### src/sv/assert_macros.svh
//------------------------------------------------------------------------------
// assert_macros.svh
// shared concurrent assertion macros, sampled on clk, with or without rst as disable
//------------------------------------------------------------------------------
`ifndef ASSERT_MACROS_SVH
`define ASSERT_MACROS_SVH

// property checked at every edge outside reset
`define AP_ASSERT(lbl, prop, msg) \
  lbl: assert property (@(posedge clk) disable iff (rst) prop) \
    else $error(msg);

// property checked at every edge, reset included
`define AP_ASSERT_ALWAYS(lbl, prop, msg) \
  lbl: assert property (@(posedge clk) prop) else $error(msg);

`endif

### src/sv/apft_pkg.sv
//------------------------------------------------------------------------------
// apft_pkg
// shared types, codes and helpers of the address prefix filter table
//------------------------------------------------------------------------------
package apft_pkg;

  localparam int ADDR_BYTES        = 6;
  localparam int ADDR_W            = 8 * ADDR_BYTES;
  localparam int TABLE_ENTRIES_DEF = 16;
  localparam int CFG_DATA_W        = 8;
  localparam int COUNT_OUT_W       = 5;

  typedef enum logic [1:0] {
    CMD_CHECK     = 2'd0,
    CMD_ADD_ALLOW = 2'd1,
    CMD_ADD_DENY  = 2'd2,
    CMD_CLEAR     = 2'd3
  } cmd_t;

  typedef enum logic {
    REG_TYPE_FILTER_MASK = 1'b0,
    REG_MAX_REPORT_LEN   = 1'b1
  } reg_idx_t;

  typedef struct packed {
    cmd_t              command;
    logic [ADDR_W-1:0] address;
    logic [2:0]        prefix_bytes;
    logic [7:0]        sender_type;
    logic [7:0]        report_len;
    logic [7:0]        signal_strength;
  } in_item_t;

  typedef struct packed {
    logic                   accept;
    logic [COUNT_OUT_W-1:0] entry_count;
  } out_item_t;

  // token walking down the cell row
  typedef struct packed {
    logic              valid;
    logic              hit;
    logic [ADDR_W-1:0] address;
  } scan_t;

  // entry write strobe, broadcast to all cells
  typedef struct packed {
    logic              en;
    logic [ADDR_W-1:0] key;
    logic [2:0]        len;
  } entry_wr_t;

  // mask over the top len bytes of an address
  function automatic logic [ADDR_W-1:0] high_mask(input logic [2:0] len);
    logic [ADDR_W-1:0] m;
    case (len)
      3'd1:    m = 48'hFF00_0000_0000;
      3'd2:    m = 48'hFFFF_0000_0000;
      3'd3:    m = 48'hFFFF_FF00_0000;
      3'd4:    m = 48'hFFFF_FFFF_0000;
      3'd5:    m = 48'hFFFF_FFFF_FF00;
      default: m = 48'hFFFF_FFFF_FFFF;
    endcase
    return m;
  endfunction

  // move the low len entry bytes up to the top of the address
  function automatic logic [ADDR_W-1:0] align_key(input logic [ADDR_W-1:0] bytes,
                                                  input logic [2:0] len);
    logic [ADDR_W-1:0] k;
    case (len)
      3'd1:    k = {bytes[7:0],  40'h0};
      3'd2:    k = {bytes[15:0], 32'h0};
      3'd3:    k = {bytes[23:0], 24'h0};
      3'd4:    k = {bytes[31:0], 16'h0};
      3'd5:    k = {bytes[39:0], 8'h0};
      default: k = bytes;
    endcase
    return k;
  endfunction

endpackage

### src/sv/apft_cell.sv
//------------------------------------------------------------------------------
// apft_cell
// one table slot: holds an aligned prefix and compares the passing token
//------------------------------------------------------------------------------
module apft_cell #(
  parameter int INDEX = 0,
  parameter int CNT_W = 5
) (
  input  logic               clk,
  input  logic               rst,
  input  logic [CNT_W-1:0]   count,
  input  apft_pkg::entry_wr_t wr,
  input  apft_pkg::scan_t    scan_in,
  output apft_pkg::scan_t    scan_out
);
  import apft_pkg::*;

  logic [ADDR_W-1:0] key;
  logic [2:0]        len;
  logic              occupied;
  logic              match;

  assign occupied = CNT_W'(INDEX) < count;
  assign match    = occupied && ((scan_in.address & high_mask(len)) == key);

  // slot write lands on the first free slot
  always_ff @(posedge clk) begin
    if (wr.en && (count == CNT_W'(INDEX))) begin
      key <= wr.key;
      len <= wr.len;
    end
  end

  always_ff @(posedge clk) begin
    if (rst) begin
      scan_out.valid <= 1'b0;
    end else begin
      scan_out.valid <= scan_in.valid;
    end
    scan_out.hit     <= scan_in.hit | match;
    scan_out.address <= scan_in.address;
  end

endmodule

### src/sv/address_prefix_filter_table_core.sv
//------------------------------------------------------------------------------
// address_prefix_filter_table_core
// report filter by sender address prefix, allow or deny list
//------------------------------------------------------------------------------
// usage
//   in channel: in_valid / in_stall / in_item, one command per transfer
//   out channel: out_valid / out_stall / out_item, exactly one result per item
//   cfg port: cfg_write with cfg_index and cfg_data, written while idle
// result path
//   check: the input transfer launches a token that walks one cell per cycle
//   down the row of table slots; the result then goes to the pending register
//   and on to the output register; add / clear pass the pending and output registers
// flow
//   one item at a time; the next item is taken once the current one has
//   moved to the output register
// reset
//   table emptied, allow mode, type mask 0, length limit 229, no result held
// stall
//   a stalled result holds in the output register; one more finished result
//   waits in the pending register and in_stall stays high until it moves
//------------------------------------------------------------------------------
module address_prefix_filter_table_core #(
  parameter int TABLE_ENTRIES = apft_pkg::TABLE_ENTRIES_DEF
) (
  input  logic                            clk,
  input  logic                            rst,
  input  logic                            in_valid,
  output logic                            in_stall,
  input  apft_pkg::in_item_t              in_item,
  output logic                            out_valid,
  input  logic                            out_stall,
  output apft_pkg::out_item_t             out_item,
  input  logic                            cfg_write,
  input  apft_pkg::reg_idx_t              cfg_index,
  input  logic [apft_pkg::CFG_DATA_W-1:0] cfg_data
);
  import apft_pkg::*;

`include "assert_macros.svh"

  localparam int CNT_W = $clog2(TABLE_ENTRIES + 1);

  typedef enum logic [1:0] {
    S_IDLE,
    S_SCAN,
    S_PEND
  } state_t;

  state_t            state;
  logic [CNT_W-1:0]  count;
  logic              deny_mode;
  logic [7:0]        type_filter_mask;
  logic [7:0]        max_report_len;
  logic              pre_ok;
  out_item_t         pend;
  scan_t             launch;
  scan_t             chain [0:TABLE_ENTRIES];
  entry_wr_t         wr;

  logic              in_xfer;
  logic              add_cmd;
  logic              add_ok;
  logic              table_full;
  logic              chk_ok;
  logic              match_final;
  logic              pend_move;
  logic [CNT_W-1:0]  count_next;
  logic [CNT_W+4:0]  count_ext;

  assign in_stall   = (state != S_IDLE);
  assign in_xfer    = in_valid && !in_stall;
  assign add_cmd    = (in_item.command == CMD_ADD_ALLOW) || (in_item.command == CMD_ADD_DENY);
  // prefix length must be 1..6 or the add changes neither table nor mode
  assign add_ok     = add_cmd && (in_item.prefix_bytes != 3'd0) &&
                      (in_item.prefix_bytes <= 3'(ADDR_BYTES));
  assign table_full = !(count < CNT_W'(TABLE_ENTRIES));

  // length, type and signal strength checks, judged on entry
  assign chk_ok = (in_item.report_len != 8'd0) &&
                  (in_item.report_len <= max_report_len) &&
                  ((in_item.sender_type & type_filter_mask) == 8'd0) &&
                  (in_item.signal_strength != 8'd0);

  // entry write into the first free cell
  always_comb begin
    wr.en  = in_xfer && add_ok && !table_full;
    wr.key = align_key(in_item.address, in_item.prefix_bytes);
    wr.len = in_item.prefix_bytes;
  end

  always_comb begin
    count_next = count;
    case (in_item.command)
      CMD_CHECK:     count_next = count;
      CMD_ADD_ALLOW,
      CMD_ADD_DENY:  if (add_ok && !table_full) count_next = count + CNT_W'(1);
      CMD_CLEAR:     count_next = '0;
      default:       count_next = count;
    endcase
  end

  // empty table matches everything, deny mode inverts only a real lookup
  assign match_final = (count == '0) || (deny_mode ^ chain[TABLE_ENTRIES].hit);

  // output count is the low five bits of the slot count
  assign count_ext = {5'd0, count};

  // finished result moves to the output register when it is free or draining
  assign pend_move = (state == S_PEND) && (!out_valid || !out_stall);

  // row of slots, token enters at the head
  assign chain[0] = launch;

  for (genvar i = 0; i < TABLE_ENTRIES; i++) begin : g_cell
    apft_cell #(
      .INDEX(i),
      .CNT_W(CNT_W)
    ) u_cell (
      .clk     (clk),
      .rst     (rst),
      .count   (count),
      .wr      (wr),
      .scan_in (chain[i]),
      .scan_out(chain[i+1])
    );
  end

  always_ff @(posedge clk) begin
    if (rst) begin
      state            <= S_IDLE;
      count            <= '0;
      deny_mode        <= 1'b0;
      type_filter_mask <= 8'd0;
      max_report_len   <= 8'd229;
      launch.valid     <= 1'b0;
      out_valid        <= 1'b0;
    end else begin
      if (cfg_write) begin
        case (cfg_index)
          REG_TYPE_FILTER_MASK: type_filter_mask <= cfg_data;
          REG_MAX_REPORT_LEN:   max_report_len   <= cfg_data;
          default:              ;
        endcase
      end

      // token enters the row only for a check
      launch.valid <= in_xfer && (in_item.command == CMD_CHECK);

      if (pend_move) begin
        out_item  <= pend;
        out_valid <= 1'b1;
      end else if (out_valid && !out_stall) begin
        out_valid <= 1'b0;
      end

      case (state)
        S_IDLE: begin
          if (in_xfer) begin
            count <= count_next;
            if (add_ok) begin
              deny_mode <= (in_item.command == CMD_ADD_DENY);
            end
            // token payload
            launch.hit     <= 1'b0;
            launch.address <= in_item.address;
            pre_ok         <= chk_ok;
            if (in_item.command == CMD_CHECK) begin
              state <= S_SCAN;
            end else begin
              pend.accept      <= 1'b0;
              pend.entry_count <= COUNT_OUT_W'(count_next);
              state            <= S_PEND;
            end
          end
        end
        S_SCAN: begin
          if (chain[TABLE_ENTRIES].valid) begin
            pend.accept      <= pre_ok && match_final;
            pend.entry_count <= count_ext[4:0];
            state            <= S_PEND;
          end
        end
        S_PEND: begin
          if (pend_move) begin
            state <= S_IDLE;
          end
        end
        default: state <= S_IDLE;
      endcase
    end
  end

  `AP_ASSERT(a_busy_after_xfer, in_xfer |=> (state != S_IDLE), "input transfer left the core idle")

  `AP_ASSERT(a_tail_in_scan, chain[TABLE_ENTRIES].valid |-> (state == S_SCAN), "token left the row outside a scan")

  `AP_ASSERT(a_pend_moves, ((state == S_PEND) && !(out_valid && out_stall)) |=> out_valid, "pending result not moved to output")

  `AP_ASSERT(a_clear_empties, (in_xfer && (in_item.command == CMD_CLEAR)) |=> (count == '0), "clear did not empty the table")

  `AP_ASSERT(a_count_bound, count <= CNT_W'(TABLE_ENTRIES), "slot count above table size")

endmodule

### config.mk
export PLATFORM = sky130hd
export DESIGN_NAME = address_prefix_filter_table_core
export DESIGN_NICKNAME = d
export VERILOG_FILES = /design/src/sv/apft_pkg.sv /design/src/sv/apft_cell.sv /design/src/sv/address_prefix_filter_table_core.sv
export VERILOG_INCLUDE_DIRS = /design/src /design/src/sv
export SDC_FILE = /design/constraint.sdc
export NUM_CORES = 2
export LEC_CHECK = 0
export ABC_AREA = 1
export BUFFER_PORTS_ARGS = -buffer_cell sky130_fd_sc_hd__buf_2
export CELL_PAD_IN_SITES_DETAIL_PLACEMENT = 1
export CELL_PAD_IN_SITES_GLOBAL_PLACEMENT = 1
export CORE_ASPECT_RATIO = 1.4
export CORE_UTILIZATION = 40
export DETAILED_ROUTE_END_ITERATION = 10
export PLACE_DENSITY_LB_ADDON = 0.1
export SLEW_MARGIN = 10
export SYNTH_ARGS = -nofsm -noshare
export SYNTH_HDL_FRONTEND = slang
export SYNTH_SLANG_ARGS = --single-unit
### constraint.sdc
create_clock -name clk -period 8.7 [get_ports clk]
set_input_delay 2.175 -clock clk [delete_from_list [all_inputs] [get_ports clk]]
set_output_delay 2.175 -clock clk [all_outputs]
set_load 0.01 [all_outputs]
==> results_dict.tcl <==
set metrics [dict create \
    setup_ws_ns 3.80 \
    cts_tree "yes" \
    post-route-drc-count 4 \
    clockBufferDepth 3 \
    p_sw_mw 3.60 \
    powerDensity_mw_per_mm2 238 \
    final_hold_viol_count 0 \
    ctsResizeCount 0 \
    required_ns 8.99 \
    crit_arrival_ns 5.19 \
    finalCritPeriodShare_pct 56.3 \
    first_pass_iters 7 \
    postSynthAreaPerCell_um2 11.0 \
    synth.distinct_cells 45 \
    grt_pass1_wl_mm 261 \
    leakagePower_nw 27.3 \
    worstSkewPairLatency_ns 0.79 \
    clock-sinks 1655 \
    area_delta_synth_final_pct 14.1 \
    die_area_mm2 0.151 \
    max_freq_mhz 204 \
    cts_max_level 4 \
    final.setup.tns_ns 0 \
    final_cell_mix "nand2_1, edfxtp_1, dfxtp_1" \
    start_kind "input port" \
    wl_met1_mm 62.5 \
    p_comb_share_pct 4.4 \
    core-area_mm2 0.148 \
    p_int_mw 12.6 \
    mostFrequentLayoutCell "nand2_1" \
    hpwl_mm 141 \
    fin_util_pct 46.0 \
    globalplace.congestion 0.996 \
    antenna_found_initial 5 \
    grt_pass1_vias 40800 \
    wl_met3_mm 4.22 \
    drt_iter0_markers 1844 \
    routed_via_density 4.93 \
    fin_nets 5760 \
    wl_per_cell_um 23.4 \
    drv_cap 0 \
    ys_seq_area_share_pct 70.2 \
    grt_setup_unrepaired "no" \
    grt_max_degree 52 \
    finalMaxSlewViolations 0 \
    skew_ns 0.0249 \
    worst_pin_slew_ns 1.22 \
    synth_warnings 0 \
    drive_above_1_share_pct 8.86 \
    syn_area_mm2 0.0597 \
    root_buffer "clkbuf_16" \
    worst_ir_drop_vdd_uv 187 \
    outcome "complete, but fails checks" \
    post-cts-setup-buffers 0 \
    hold_path.class "reg -> reg" \
    setup_viol 0 \
    cts_hold_buf 0 \
    gr-usage-all-layers_pct 24.3 \
    violations "design-rule violations" \
    min_period_ns 4.90 \
    num-fill-cells 15900 \
    pin_count 99 \
    synth_seq_cells 1655 \
    cp-end-kind "flip-flop" \
    start_util_pct 40.4 \
    port_buffers 98 \
    p_seq_share_pct 53.4 \
    drt-total-wl_mm 181 \
    p_sw_share_pct 22.2 \
    synth_nets 5522 \
    path_max_fanout 21 \
    num_vias 38200 \
    overflow 0 \
    highest_layer "met4" \
    synthesis.instances 5417 \
    rows 167 \
    path_class "in -> reg" \
    die_w_um 328 \
    clk_pin_slew_ns 0.06 \
    p_clk_share_pct 42.3 \
    dp_slack_ns 2.99 \
    die_h_um 459 \
    met2_length_mm 99.5 \
    cts_buffers 157 \
    ant_nets 0 \
    slew_headroom_pct 17.7 \
]
## worst paths after layout
kind / cells past startpoint / from / end / slack, ns
worst min-delay path: 0 / g_cell[6].u_cell.scan_out[40]$_DFF_P_ / g_cell[7].u_cell.scan_out[40]$_DFF_P_ / 0.34
worst max-delay path: 6 / in_item[25] / g_cell[14].u_cell.key[39]$_DFFE_PP_ / 3.80
worst max register to register: 10 / state[1]$_SDFFE_PP0P_ / g_cell[14].u_cell.key[1]$_DFFE_PP_ / 5.19
worst min register to register: 0 / g_cell[6].u_cell.scan_out[40]$_DFF_P_ / g_cell[7].u_cell.scan_out[40]$_DFF_P_ / 0.34
## final cells by class
type	instances	area, um2	area share, %
clock buffers	219	4520	6.64
clock inverters	76	674	0.990
repair buffers	147	858	1.26
well taps	1943	2430	3.57
inverters	394	1480	2.17
multi-input cells	3300	16200	23.8
flip-flops and latches	1655	41900	61.5
diodes	8	20.0	0.0294
## sequential cells by signal (all words and copies together), names as in the netlist, 2 cells and up
| register | count |
|---|---|
| g_cell.u_cell.key | 768 |
| g_cell.u_cell.scan_out | 752 |
| chain | 49 |
| g_cell.u_cell.len | 48 |
| max_report_len | 8 |
| type_filter_mask | 8 |
| out_item | 6 |
| pend | 6 |
| count | 5 |
| state | 2 |
## worst max-delay path, cell delays in order
cell and delay (ns):
buf_2 0.60, nor2_1 0.17, nand2_1 0.74, inv_1 0.45
a221oi_1 0.40, nand2_1 0.60
## cell usage after synthesis, drive strengths merged
cell type | count | share of area (%)
o2111ai | 2 | 0.029
o31ai | 5 | 0.063
edfxtp | 877 | 44
inv | 388 | 2.4
xnor2 | 90 | 1.3
nor4 | 7 | 0.073
a21oi | 48 | 0.45
clkbuf | 16 | 0.10
nand2 | 1591 | 10
o221ai | 8 | 0.12
o21ai | 218 | 1.9
a22o | 1 | 0.015
nor2 | 531 | 3.4
o21bai | 1 | 0.013
buf | 52 | 0.53
ha | 14 | 0.29
o2bb2ai | 1 | 0.015
a21o | 1 | 0.013
nor3 | 47 | 0.39
nand4 | 55 | 0.59
o211ai | 30 | 0.38
nand3 | 222 | 1.9
clkinv | 6 | 0.038
or2 | 29 | 0.30
nand3b | 152 | 1.9
o22ai | 37 | 0.39
xor2 | 191 | 2.8
a32oi | 1 | 0.015
a221oi | 18 | 0.26
dfxtp | 778 | 26
## per-layer routing
metal  vias to the layer above  GRT usage, %
li1                      18500             -
met1                     18600          23.1
met2                       648          46.9
met3                       415          3.00
met4                         0          17.8
met5                         -             0
## power by group through the flow
stage               clock network (mW)  registers, mW  logic [mW]
floorplan                            0           8.75       0.353
global placement                     0           8.82       0.700
detailed placement                   0           8.83       0.717
CTS                               7.01           8.66       0.720
global route                      7.30           8.67       0.772
finish                            6.85           8.65       0.708
## stage by stage
step	std cells	instance area, um2	hold WS [ns]	power (mW)
final	7742	68100	0.338	16.2
after global routing	7735	68100	0.348	16.7
after CTS	7734	68100	0.331	16.4
after detailed placement	7439	62900	0.336	9.54
after global placement	7439	62900	0.336	9.52
after floorplan	5417	59700	0.331	9.10
## kinds of logic (layout without fill, tap and decap cells)
family / after synthesis / in the layout / share of synthesized area [%]
compound gates: 371 / 371 / 3.64
xor+xnor: 281 / 281 / 4.12
fa+ha+maj: 14 / 14 / 0.293
buf+inv: 462 / 836 / 3.11
flops: 1655 / 1655 / 70.2
other cells: 0 / 8 / 0
simple gates: 2634 / 2634 / 18.6
(Power assumes the default switching activity.)
